--- src/hdl/assert_macros.svh ---
// ----------------------------------------------------------------------------
// Assertion macros
// Shared concurrent assertion forms, reset-qualified, reporting by $error.
// ----------------------------------------------------------------------------
`ifndef ASSERT_MACROS_SVH
`define ASSERT_MACROS_SVH

// The consequent must hold in the same cycle as the antecedent.
`define ASSERT_IMPLIES(label, clk, rst_n, ante, cons, msg) \
    label: assert property (@(posedge clk) disable iff (!rst_n) (ante) |-> (cons)) \
        else $error(msg);

// The consequent must hold in the cycle after the antecedent.
`define ASSERT_NEXT(label, clk, rst_n, ante, cons, msg) \
    label: assert property (@(posedge clk) disable iff (!rst_n) (ante) |=> (cons)) \
        else $error(msg);

`endif

--- src/hdl/ffqs_pkg.sv ---
// ----------------------------------------------------------------------------
// ffqs_pkg
// Types and constants shared by the queue cells and the top level.
// ----------------------------------------------------------------------------
`default_nettype none

package ffqs_pkg;

    localparam int VALUE_W = 32;
    localparam int KIND_W  = 2;
    localparam int ERR_W   = 2;

    localparam logic [VALUE_W-1:0] EMPTY_MARK = '1;

    typedef enum logic [KIND_W-1:0] {
        KIND_ENQ  = 2'd0,
        KIND_DEQ  = 2'd1,
        KIND_SRCH = 2'd2,
        KIND_NOP  = 2'd3
    } kind_t;

    typedef enum logic [ERR_W-1:0] {
        ERR_OK    = 2'd0,
        ERR_EMPTY = 2'd1,
        ERR_FULL  = 2'd2
    } err_t;

    typedef enum logic {
        ST_IDLE,
        ST_SEARCH
    } state_t;

    typedef struct packed {
        logic enq;
        logic deq;
    } cell_ctl_t;

    typedef struct packed {
        logic               act;
        logic               hit;
        logic [VALUE_W-1:0] tgt;
    } srch_t;

endpackage

`default_nettype wire

--- src/hdl/ffqs_cell.sv ---
// ----------------------------------------------------------------------------
// ffqs_cell
// One queue slot: holds an entry, shifts towards the head on a dequeue, takes
// a new entry when it is the first free slot, and passes the search word on.
// ----------------------------------------------------------------------------
`default_nettype none
`include "assert_macros.svh"

module ffqs_cell
    import ffqs_pkg::*;
(
    input  wire logic               clk,
    input  wire logic               rst_n,
    input  wire cell_ctl_t          ctl,
    input  wire logic [VALUE_W-1:0] enq_value,
    input  wire logic               prev_valid,
    input  wire logic [VALUE_W-1:0] next_data,
    input  wire logic               next_valid,
    input  wire srch_t              srch_in,
    output      logic [VALUE_W-1:0] data,
    output      logic               valid,
    output      srch_t              srch_out
);

    logic [VALUE_W-1:0] data_reg;
    logic [VALUE_W-1:0] data_next;
    logic               valid_reg;
    logic               valid_next;
    logic               act_reg;
    logic               hit_reg;
    logic               hit_next;
    logic [VALUE_W-1:0] tgt_reg;

    always_comb
    begin
        data_next  = data_reg;
        valid_next = valid_reg;
        if (ctl.deq)
        begin
            data_next  = next_data;
            valid_next = next_valid;
        end
        else if (ctl.enq && !valid_reg && prev_valid)
        begin
            data_next  = enq_value;
            valid_next = 1'b1;
        end
        hit_next = srch_in.hit || (valid_reg && (data_reg == srch_in.tgt));
    end

    always_ff @(posedge clk or negedge rst_n)
    begin
        if (!rst_n)
        begin
            valid_reg <= 1'b0;
            act_reg   <= 1'b0;
        end
        else
        begin
            valid_reg <= valid_next;
            act_reg   <= srch_in.act;
        end
    end

    always_ff @(posedge clk)
    begin
        data_reg <= data_next;
        hit_reg  <= hit_next;
        tgt_reg  <= srch_in.tgt;
    end

    assign data         = data_reg;
    assign valid        = valid_reg;
    assign srch_out.act = act_reg;
    assign srch_out.hit = hit_reg;
    assign srch_out.tgt = tgt_reg;

    `ASSERT_IMPLIES(a_valid_contiguous, clk, rst_n, valid_reg, prev_valid,
        "Occupied slot follows a free slot.")

endmodule

`default_nettype wire

--- src/hdl/fifo_queue_with_search.sv ---
// ----------------------------------------------------------------------------
// fifo_queue_with_search
// First-in first-out queue of signed 32-bit words in a row of DEPTH cells.
// Enqueue, dequeue and no-op words return a registered result in the cycle after
// acceptance, and a new word may follow in the next cycle if m_tready is high.
// A search walks the chain of cells one cell per cycle; its result is registered
// once the search word leaves the last cell, and no word is taken in the meantime.
// Reset empties the queue at once; no clearing pass is needed.
// ----------------------------------------------------------------------------
`default_nettype none
`include "assert_macros.svh"

module fifo_queue_with_search
    import ffqs_pkg::*;
#(
    parameter int DEPTH = 16
)
(
    input  wire logic                clk,
    input  wire logic                rst_n,
    input  wire logic                s_tvalid,
    output      logic                s_tready,
    // value
    input  wire logic [VALUE_W-1:0]  s_tdata,
    // kind
    input  wire logic [KIND_W-1:0]   s_tuser,
    output      logic                m_tvalid,
    input  wire logic                m_tready,
    // found, front_value, back_value, entry_count, error_code, zero padding
    output      logic [((1 + 2 * VALUE_W + $clog2(DEPTH + 1) + ERR_W + 7) / 8) * 8 - 1:0]
                                     m_tdata
);

    localparam int CNT_W    = $clog2(DEPTH + 1);
    localparam int OUT_BITS = 1 + 2 * VALUE_W + CNT_W + ERR_W;
    localparam int OUT_W    = ((OUT_BITS + 7) / 8) * 8;

    state_t             state_reg;
    state_t             state_next;
    logic [CNT_W-1:0]   cnt_reg;
    logic [CNT_W-1:0]   cnt_next;
    logic [VALUE_W-1:0] back_reg;
    logic [VALUE_W-1:0] back_next;
    logic               m_tvalid_reg;
    logic               m_tvalid_next;
    logic [OUT_W-1:0]   m_tdata_reg;
    logic [OUT_W-1:0]   m_tdata_next;

    logic               in_fire;
    kind_t              in_kind;
    logic               full;
    logic               empty;
    logic               load;
    logic               found_res;
    err_t               err_res;
    logic [VALUE_W-1:0] front_res;
    logic [VALUE_W-1:0] back_res;
    cell_ctl_t          ctl;
    logic               launch;

    logic [VALUE_W-1:0] cell_data [DEPTH];
    logic [DEPTH-1:0]   cell_valid;
    srch_t              srch_link [DEPTH + 1];

    assign in_kind  = kind_t'(s_tuser);
    assign s_tready = (state_reg == ST_IDLE) && (!m_tvalid_reg || m_tready);
    assign in_fire  = s_tvalid && s_tready;
    assign full     = (cnt_reg == CNT_W'(DEPTH));
    assign empty    = (cnt_reg == '0);

    assign srch_link[0].act = launch;
    assign srch_link[0].hit = 1'b0;
    assign srch_link[0].tgt = s_tdata;

    for (genvar i = 0; i < DEPTH; i++)
    begin : g_cell
        logic               prev_valid;
        logic [VALUE_W-1:0] next_data;
        logic               next_valid;

        if (i == 0)
        begin : g_head
            assign prev_valid = 1'b1;
        end
        else
        begin : g_body
            assign prev_valid = cell_valid[i-1];
        end

        if (i == DEPTH - 1)
        begin : g_tail
            assign next_data  = cell_data[i];
            assign next_valid = 1'b0;
        end
        else
        begin : g_link
            assign next_data  = cell_data[i+1];
            assign next_valid = cell_valid[i+1];
        end

        ffqs_cell u_cell (
            .clk        (clk),
            .rst_n      (rst_n),
            .ctl        (ctl),
            .enq_value  (s_tdata),
            .prev_valid (prev_valid),
            .next_data  (next_data),
            .next_valid (next_valid),
            .srch_in    (srch_link[i]),
            .data       (cell_data[i]),
            .valid      (cell_valid[i]),
            .srch_out   (srch_link[i+1])
        );
    end

    always_comb
    begin
        state_next = state_reg;
        cnt_next   = cnt_reg;
        back_next  = back_reg;
        ctl        = '0;
        launch     = 1'b0;
        load       = 1'b0;
        found_res  = 1'b0;
        err_res    = ERR_OK;

        unique case (state_reg)
            ST_IDLE:
            begin
                if (in_fire)
                begin
                    unique case (in_kind)
                        KIND_ENQ:
                        begin
                            load = 1'b1;
                            if (full)
                            begin
                                err_res = ERR_FULL;
                            end
                            else
                            begin
                                ctl.enq   = 1'b1;
                                cnt_next  = cnt_reg + CNT_W'(1);
                                back_next = s_tdata;
                            end
                        end
                        KIND_DEQ:
                        begin
                            load = 1'b1;
                            if (empty)
                            begin
                                err_res = ERR_EMPTY;
                            end
                            else
                            begin
                                ctl.deq  = 1'b1;
                                cnt_next = cnt_reg - CNT_W'(1);
                            end
                        end
                        KIND_SRCH:
                        begin
                            launch     = 1'b1;
                            state_next = ST_SEARCH;
                        end
                        KIND_NOP:
                        begin
                            load = 1'b1;
                        end
                    endcase
                end
            end
            ST_SEARCH:
            begin
                if (srch_link[DEPTH].act)
                begin
                    load       = 1'b1;
                    found_res  = srch_link[DEPTH].hit;
                    state_next = ST_IDLE;
                end
            end
        endcase

        if (cnt_next == '0)
        begin
            front_res = EMPTY_MARK;
            back_res  = EMPTY_MARK;
        end
        else
        begin
            back_res = back_next;
            if (ctl.deq)
            begin
                front_res = cell_data[1];
            end
            else if (empty)
            begin
                front_res = s_tdata;
            end
            else
            begin
                front_res = cell_data[0];
            end
        end

        m_tdata_next  = load ? OUT_W'({err_res, cnt_next, back_res, front_res, found_res})
                             : m_tdata_reg;
        m_tvalid_next = load || (m_tvalid_reg && !m_tready);
    end

    always_ff @(posedge clk or negedge rst_n)
    begin
        if (!rst_n)
        begin
            state_reg    <= ST_IDLE;
            cnt_reg      <= '0;
            m_tvalid_reg <= 1'b0;
        end
        else
        begin
            state_reg    <= state_next;
            cnt_reg      <= cnt_next;
            m_tvalid_reg <= m_tvalid_next;
        end
    end

    always_ff @(posedge clk)
    begin
        back_reg    <= back_next;
        m_tdata_reg <= m_tdata_next;
    end

    assign m_tvalid = m_tvalid_reg;
    assign m_tdata  = m_tdata_reg;

    `ASSERT_IMPLIES(a_count_matches_cells, clk, rst_n, 1'b1,
        $countones(cell_valid) == int'(cnt_reg), "Entry count disagrees with occupied cells.")
    `ASSERT_IMPLIES(a_search_done_in_search, clk, rst_n, srch_link[DEPTH].act,
        state_reg == ST_SEARCH, "Search result arrived outside a search.")
    `ASSERT_NEXT(a_search_launch, clk, rst_n, launch,
        (state_reg == ST_SEARCH) && !m_tvalid_reg, "Search launch did not enter the search.")

endmodule

`default_nettype wire
--- config.mk ---
export PLATFORM = sky130hd
export DESIGN_NAME = fifo_queue_with_search
export DESIGN_NICKNAME = d
export VERILOG_FILES = /design/src/hdl/ffqs_pkg.sv /design/src/hdl/ffqs_cell.sv /design/src/hdl/fifo_queue_with_search.sv
export VERILOG_INCLUDE_DIRS = /design/src /design/src/hdl
export SDC_FILE = /design/constraint.sdc
export NUM_CORES = 1
export LEC_CHECK = 0
export ABC_CLOCK_PERIOD_IN_PS = 12300
export BUFFER_PORTS_ARGS = -buffer_cell sky130_fd_sc_hd__buf_2
export CAP_MARGIN = 20
export CORE_MARGIN = 1.5
export CORE_UTILIZATION = 40
export DETAILED_ROUTE_END_ITERATION = 10
export PLACE_DENSITY = 0.51
export SYNTH_ARGS = -nofsm -noshare
export SYNTH_HDL_FRONTEND = slang
export SYNTH_SLANG_ARGS = --single-unit
--- constraint.sdc ---
create_clock -name clk -period 12.3 [get_ports clk]
set_input_delay 2.46 -clock clk [delete_from_list [all_inputs] [get_ports clk]]
set_output_delay 2.46 -clock clk [all_outputs]
set_load 0.005 [all_outputs]
# --- Word level (Yosys, flattened, before mapping) ---
# Cells that the tools add are included.
totals:
  ff_bits: 1151
  inputBits: 38
  out_inout_bits: 74
  wordCells: 311
op_classes:
  addsub: 2
  eq_ne: 20
  n_mux: 91
  bitwise_logic: 3
  n_reduce_logical: 108
ops:
  columns: ["operator", "n"]
  rows:
  - ["$mux 32", 36]
  - ["$eq 32x32->1", 16]
  - ["$logic_and 1x1->1", 50]
  - ["$mux 1", 44]
  - ["$reduce_bool 2->1", 16]
  - ["$mux 5", 4]
  - ["$logic_not 1->1", 18]
  - ["$logic_or 1x1->1", 17]
  - ["$logic_not 5->1", 2]
  - ["$pmux 5 s2", 1]
  - ["$mux 2", 3]
  - ["$add 5x1->5 const B", 1]
  - ["$eq 5x5->1 const B", 1]
  - ["$sub 5x1->5 const B", 1]
  - ["$eq 2x2->1 const B", 2]
  - ["$pmux 1 s2", 2]
  - ["$pmux 2 s2", 1]
  - ["$reduce_and 2->1", 2]
  - ["$not 1->1", 3]
  - ["$reduce_or 3->1", 1]
  - ["$eq 2x1->1 const B", 1]
  - ["$logic_not 2->1", 1]
  - ["$reduce_or 2->1", 1]

# --- Depth between registers and ports, before layout ---
# Gate-level depths: netlist of the first run.
depth:
  depth_word: 10
  ltp_mapped: 10
  ltp_nobuf: 7

# --- Cells and area by module ---
# From an unflattened synthesis of the first run, not the netlist that was laid out.
hier_totals:
  hier_cells: 2891
  area_unflattened_um2: 44201.1
modules_own_cells:
  columns: ["mod", "n_inst", "cells_per_inst", "area_each_um2", "seq_area_each_um2"]
  rows:
  - ["ffqs_cell", 16, 153, 2451.1, 1671.6]
  - ["fifo_queue_with_search", 1, 443, 4983.5, 2977.9]

# --- Worst setup path before layout of the first run ---
# Ideal clock, no wire load.
synth_timing:
  path_type: "input -> register"
  startpoint: "in s_tvalid"
  endpoint: "reg g_cell[10].u_cell.data_reg[0] (enable)"
  setup_time_ns: 0.466
  arrival_time_ns: 5.883
  required_ns: 11.834
  slack_ns: 5.951
  stages: 7
  n_path_buf: 2
  cell_sequence: "nor2b_1 nand2_1 nor2_1 buf_2 clkbuf_1 nand2_1 o21ai_0"
synth_between:
  elab_chain_cells: 6
synth_lines:
  columns: ["item", "line", "source"]
  rows:
  - ["from (decl)", "fifo_queue_with_search.sv:21", "input wire logic s_tvalid,"]
  - ["$logic_and 1x1->1 *", "fifo_queue_with_search.sv:67", "assign in_fire = s_tvalid && s_tready;"]
  - ["$mux 2 *", "fifo_queue_with_search.sv:130", "if (in_fire)"]
  - ["$mux 2 *", "fifo_queue_with_search.sv:127", "unique case (state_reg)"]
  - ["$logic_and 1x1->1 (2 in a row)", "ffqs_cell.sv:43", "else if (ctl.enq && !valid_reg && prev_valid)"]
  - ["$reduce_bool 2->1 (no line) *", null, null]
  - ["to (signal assigned)", "ffqs_cell.sv:67", "data_reg <= data_next;"]
  - ["to (decl)", "ffqs_cell.sv:25", "logic [VALUE_W-1:0] data_reg;"]
# Mark *: on every way between the ends. The rest lies on a longest branch, timed or not.
# A chain may end at the register's enable or synchronous reset.

# --- Final worst setup path of the first run ---
layout_timing:
  startpoint: "in s_tuser[0]"
  endpoint: "reg g_cell[12].u_cell.data_reg[7], data pin"
layout_between:
  elab_chain_cells: 5
layout_lines:
  columns: ["item", "line", "source"]
  rows:
  - ["from (decl)", "fifo_queue_with_search.sv:26", "input wire logic [KIND_W-1:0] s_tuser,"]
  - ["$eq 2x1->1", "fifo_queue_with_search.sv:132", "unique case (in_kind)"]
  - ["$mux 1", "fifo_queue_with_search.sv:132", null]
  - ["$mux 2", "fifo_queue_with_search.sv:130", null]
  - ["$mux 2", "fifo_queue_with_search.sv:127", null]
  - ["$mux 32", "ffqs_cell.sv:38", "if (ctl.deq)"]
  - ["named net g_cell[12].u_cell.data_next[7]", "ffqs_cell.sv:26", "logic [VALUE_W-1:0] data_next;"]
  - ["to (signal assigned)", "ffqs_cell.sv:67", null]
  - ["to (decl)", "ffqs_cell.sv:25", null]
# The timed path passes the listed nets, and every way through them passes these cells.

==> results.cfg, run 1 <==
[run_status]
status = finished clean

[clock_tree]
cts_tree = built
postCtsSetupBuffers = 0
clk_pin_slew_worst_paths_ns = 0.06
clock_tree.buffer_depth = 3
clkSinkCount = 1151
clk_latency_ns = 0.71
cts.repair.resized = 0
cts-buffers-inserted = 118
h-tree-depth = 3
cts_root_buffer = clkbuf_16
hold_buffers = 0

[setup_path]
cp-start-kind = input port
required_ns = 12.86
slowest_stage = buf_12
critPathBufInv = 4
path_cells = buf_2, nor2b_1, nand2_2, nor2_4, buf_4, buf_12, buf_12, nand2_1, nand2_1
end_kind = register
critPathTopFamily = buffers and inverters
path_class = input port to register
max_stage_delay_ns = 0.71
arrival_ns = 6.12
cp_max_fo = 221

[cells_and_area]
fin_nets = 3561
diodes = 0
largest_register_ffs = 512
drive_gt1_frac = 0.1167
fillCellCount = 9537
syn2layout_area_growth_pct = 14.89
fin_area_sq_mm = 0.04803
final_util = 0.4634

[timing]
fin_crit_ns = 5.560
fmax_mhz = 179.9
slew_viol_final = 0
finClkSkew_ns = 0.01901
final.setup.tns_ns = 0
finalHoldViolCount = 0
rsz0062_at_grt = no
setup_viol = 0
setup_slack_ns = 6.740
tightest_slew_ns = 1.227
finalCritPeriodShare = 0.4520
maxSlewHeadroom = 0.1822

[yosys]
postSynthAreaPerCell_sq_um = 12.35
synth.net_count = 3425
syn_area_sq_mm = 0.04181
synth_seq_cells = 1151
ys_types = 49
synth-edff-count = 584
synth_seq_area_share = 0.6957
synthCells = 3385
async_flop_share = 0.03388
synthFlopType = edfxtp_1
yosysWarnings = 0

[floorplanning]
dieArea_sq_mm = 0.1065
die_y_um = 326.3
rows = 118
die_w_um = 326.3
ioPinCount = 112
core_sq_mm = 0.1036
initial_core_util = 0.4034

[job]
max_cap_viol_count = 0

[power]
power.leakage_nw = 18.74
power.density_mw_per_mm2 = 189.8
vdd_drop_max_mv = 0.1915

[drt]
viasPerCell = 5.243
dr.pass1.iters = 5
num_vias = 26240
drtAntennaViolNets = 0
first_iter_violations = 2577
drc = 0
routedWlPerCell_um = 26.95
routed_wl_um = 134900

[global_route]
grt_max_degree = 222
antenna_found_initial = 0
overflow = 0
grt_pass1_vias = 26650
grt_pass1_wl_um = 192700
gr-usage-all-layers = 0.2507

[place]
numPortBuffers = 111
place_congestion = 0.8824
dp_hpwl_um = 92430
place_area_sq_mm = 0.04407
place_ws_ns = 6.214

[worst_hold_path]
hold_class = register to register
## worst paths after layout
| check | from | endpoint | slack, ns | cells after the start |
|---|---|---|---|---|
| worst min-delay path | g_cell[9].u_cell.act_reg$_DFF_PN0_ | g_cell[10].u_cell.act_reg$_DFF_PN0_ | 0.34 | 0 |
| max in group asynchronous | rst_n | g_cell[9].u_cell.act_reg$_DFF_PN0_ | 9.75 | 1 |
| worst min register to register | g_cell[9].u_cell.act_reg$_DFF_PN0_ | g_cell[10].u_cell.act_reg$_DFF_PN0_ | 0.34 | 0 |
| worst max-delay path | s_tuser[0] | g_cell[12].u_cell.data[7]$_DFFE_PP_ | 6.74 | 9 |
| min in group asynchronous | rst_n | cnt_reg[4]$_DFF_PN0_ | 1.92 | 1 |
| worst max register to register | cnt_reg[0]$_DFF_PN0_ | g_cell[12].u_cell.data[7]$_DFFE_PP_ | 7.44 | 11 |
## layer usage
layer / wire length (um) / global-route usage / vias up
li1: - / - / 11740
met3: 8868 / 0.03935 / 221
met4: 4968 / 0.09289 / 0
met1: 57710 / 0.3419 / 13220
met2: 63350 / 0.4041 / 1055
met5: 0 / 0 / -
## power breakdown
group | internal [mW] | total (mW) | switching [mW]
Clock | 2.12 | 3.64 | 1.52
Combinational | 0.291 | 0.927 | 0.636
Sequential | 4.32 | 4.55 | 0.229
Total | 6.74 | 9.12 | 2.38
## cells in the final DEF (no fill, tap or decap), types with 33 or more instances in the layout
master,synthesis,final
clkbuf_16,0,125
dfrtp_1,39,39
nor2_1,52,50
nor4_1,109,109
o41ai_2,50,50
o21ai_0,48,34
dfxtp_1,528,528
buf_2,21,111
buf_4,0,42
nand3_1,48,48
clkbuf_1,107,37
inv_1,40,40
nand2_1,1070,1062
edfxtp_1,584,584
xor2_1,484,484
mux2i_1,33,33
## per-stage QoR
stage | hold WS [ns] | std cells | total power, mW
2_1_floorplan | 0.3308 | 3385 | 5.134
3_3_place_gp | 0.3345 | 4778 | 5.533
3_5_place_dp | 0.3355 | 4781 | 5.547
4_1_cts | 0.3448 | 5005 | 9.160
5_1_grt | 0.3458 | 5005 | 9.406
6_report | 0.3376 | 5005 | 9.117
## layout make-up
cell class | count | area (sq um) | area share
clock inverters | 39 | 372.9 | 0.007763
repair buffers | 158 | 973.4 | 0.02027
clock buffers | 185 | 3583 | 0.07461
flip-flops and latches | 1151 | 29080 | 0.6055
well taps | 1380 | 1727 | 0.03595
inverters | 40 | 150.1 | 0.003126
multi-input cells | 2052 | 12140 | 0.2528
## cells by family (layout without fill, tap and decap cells)
logic type | Yosys count | after routing | share of synthesized area
XOR/XNOR | 510 | 510 | 0.1068
AO/OA/AOI/OAI | 168 | 168 | 0.03837
adder cells (fa/ha/maj) | 2 | 2 | 0.0005985
buffers and inverters | 182 | 422 | 0.01823
flip-flops | 1151 | 1151 | 0.6957
AND/OR/NAND/NOR | 1338 | 1338 | 0.1321
multiplexers | 34 | 34 | 0.008171
## Yosys cell counts, drive strengths merged, types with 15 or more instances
| library cell | number | area share |
|---|---|---|
| xnor2 | 26 | 0.0054 |
| inv | 40 | 0.0036 |
| edfxtp | 584 | 0.42 |
| dfrtp | 39 | 0.023 |
| dfxtp | 528 | 0.25 |
| mux2i | 33 | 0.0079 |
| a41o | 15 | 0.0036 |
| o21ai | 48 | 0.0057 |
| nor4 | 109 | 0.016 |
| clkbuf | 107 | 0.0096 |
| nand4 | 19 | 0.0028 |
| nand3 | 48 | 0.0057 |
| nor2 | 52 | 0.0047 |
| nor3 | 17 | 0.0023 |
| xor2 | 484 | 0.10 |
| nand2 | 1071 | 0.096 |
| o41ai | 64 | 0.022 |
| buf | 35 | 0.0050 |
| a21oi | 18 | 0.0022 |
Note: power is estimated with default switching activity, not from simulation.
==> run 2, diff against run 1 <==
Settings changed: ABC_CLOCK_PERIOD_IN_PS 12300 to 5100, PLACE_DENSITY 0.51 to 0.53.
Clock period 12.3 ns to 5.1 ns, I/O delays scaled along.
==> results.cfg, run 2 (same netlist as run 1, synthesis figures left out) <==
[power]
power_mw = 22.85
power.density_mw_per_mm2 = 469.8
vdd_drop_max_mv = 0.2795
power.leakage_nw = 19.05

[global_route]
gr-usage-met2 = 0.4132
busiest_layer = met2
overflow = 0
grt_max_degree = 128
gr-usage-all-layers = 0.2551
gr-usage-met3 = 0.03977
antenna_found_initial = 7
grt_pass1_vias = 26120
met1_usage = 0.3543
grt_pass1_wl_um = 193600

[place]
place_area_sq_mm = 0.04423
dp_hpwl_um = 94880
dp.cells = 4797
place_ws_ns = 1.534
place_congestion = 0.8474
numPortBuffers = 111

[setup_path]
critPathTopFamily = compound AO/OA/AOI/OAI gates
path_common_cell = buf_4
r2r-end = m_tdata[5]$_SDFFCE_PN1P_
slowest_stage = a32o_4
reg2reg_depth = 9
reg2reg_slack_ns = 1.69
critPathBufInv = 3
cp-start-kind = register
rr_startpoint = cnt_reg[1]$_DFF_PN0_
path_class = register to register
crit_start = cnt_reg[1]$_DFF_PN0_
max_stage_delay_ns = 0.61
path_cells = inv_1, ha_1, or4b_1, buf_4, nand2_2, nand3_1, a32o_4, buf_4, o41ai_2
end_kind = register
arrival_ns = 3.93
required_ns = 5.62
cp_max_fo = 51

[clock_tree]
clkSinkCount = 1151
cts_root_buffer = clkbuf_16
postCtsSetupBuffers = 0
h-tree-depth = 3
cts-buffers-inserted = 118
clk_latency_ns = 0.72
clock_tree.buffer_depth = 3
hold_buffers = 0
cts_tree = built
clk_pin_slew_worst_paths_ns = 0.06
cts.repair.resized = 0

[cells_and_area]
layout_commonest_cell = nand2_1
layout_common_cells = nand2_1, edfxtp_1, dfxtp_1
drive_gt1_frac = 0.1243
fin_cells = 5028
final_util = 0.4694
seq_area_sq_mm = 0.02908
largest_register_ffs = 512
fin_nets = 3579
multi_input_area_sq_mm = 0.01212
syn2layout_area_growth_pct = 16.36
fillCellCount = 9520
fin_area_sq_mm = 0.04865

[floorplanning]
die_y_um = 326.3
rows = 118
core_sq_mm = 0.1036
initial_core_util = 0.4034
dieArea_sq_mm = 0.1065
ioPinCount = 112
die_w_um = 326.3

[job]
max_cap_viol_count = 0

[run_status]
status = finished clean

[timing]
finalHoldViolCount = 0
slew_viol_final = 0
fmax_mhz = 293.2
rsz0062_at_grt = no
maxSlewHeadroom = 0.2017
whs_ns = 0.1411
fin_crit_ns = 3.411
setup_viol = 0
final.setup.tns_ns = 0
finalCritPeriodShare = 0.6688
tightest_slew_ns = 1.195
finClkSkew_ns = 0.03327
setup_slack_ns = 1.689

[drt]
num_vias = 26060
routed_wl_um = 136900
viasPerCell = 5.183
routedWlPerCell_um = 27.23
drc = 0
first_iter_violations = 2661
drtAntennaViolNets = 0
dr.pass1.iters = 7

[worst_hold_path]
hold_class = input port to async pin
run 2: per-layer routing:
metal / wire, um / up-vias
li1: - / 11800
met3: 9503 / 188
met1: 59020 / 13050
met2: 64720 / 1023
met5: 0 / -
met4: 3661 / 0
run 2: area by class of cell:
cell class / instances / area share
inverter: 40 / 0.003086
timing repair buffer: 176 / 0.02443
sequential: 1151 / 0.5978
clock buffer: 168 / 0.07160
clock inverter: 58 / 0.01824
antenna: 3 / 0.0001543
tap: 1380 / 0.03549
multi-input combinational: 2052 / 0.2492
run 2: worst max path at each step:
stage | to | slack, ns | cells after the start
finish | m_tdata[5]$_SDFFCE_PN1P_ | 1.69 | 9
global route | m_tdata[23]$_SDFFCE_PN1P_ | 1.50 | 9
CTS | m_tdata[5]$_SDFFCE_PN1P_ | 1.69 | 9
detailed placement | g_cell[2].u_cell.data[10]$_DFFE_PP_ | 1.53 | 8
global placement | g_cell[4].u_cell.data[4]$_DFFE_PP_ | 1.43 | 7
floorplan | g_cell[10].u_cell.data[0]$_DFFE_PP_ | 0.19 | 7
run 2: worst reg2reg max path: cells and delay by family (launching register included):
kind | cells | cell delay [ns]
adder cells (fa/ha/maj) | 1 | 0.29
flip-flops | 1 | 0.43
AND/OR/NAND/NOR | 3 | 0.77
buffers and inverters | 3 | 0.80
AO/OA/AOI/OAI | 2 | 0.97
run 2: power by group:
| group | switching (mW) | total [mW] | leakage [nW] | internal [mW] |
|---|---|---|---|---|
| registers | 0.533 | 11.0 | 10.2 | 10.4 |
| clock network | 3.78 | 9.60 | 2.15 | 5.82 |
| logic | 1.55 | 2.29 | 6.67 | 0.742 |
| total | 5.86 | 22.9 | 19.0 | 17.0 |
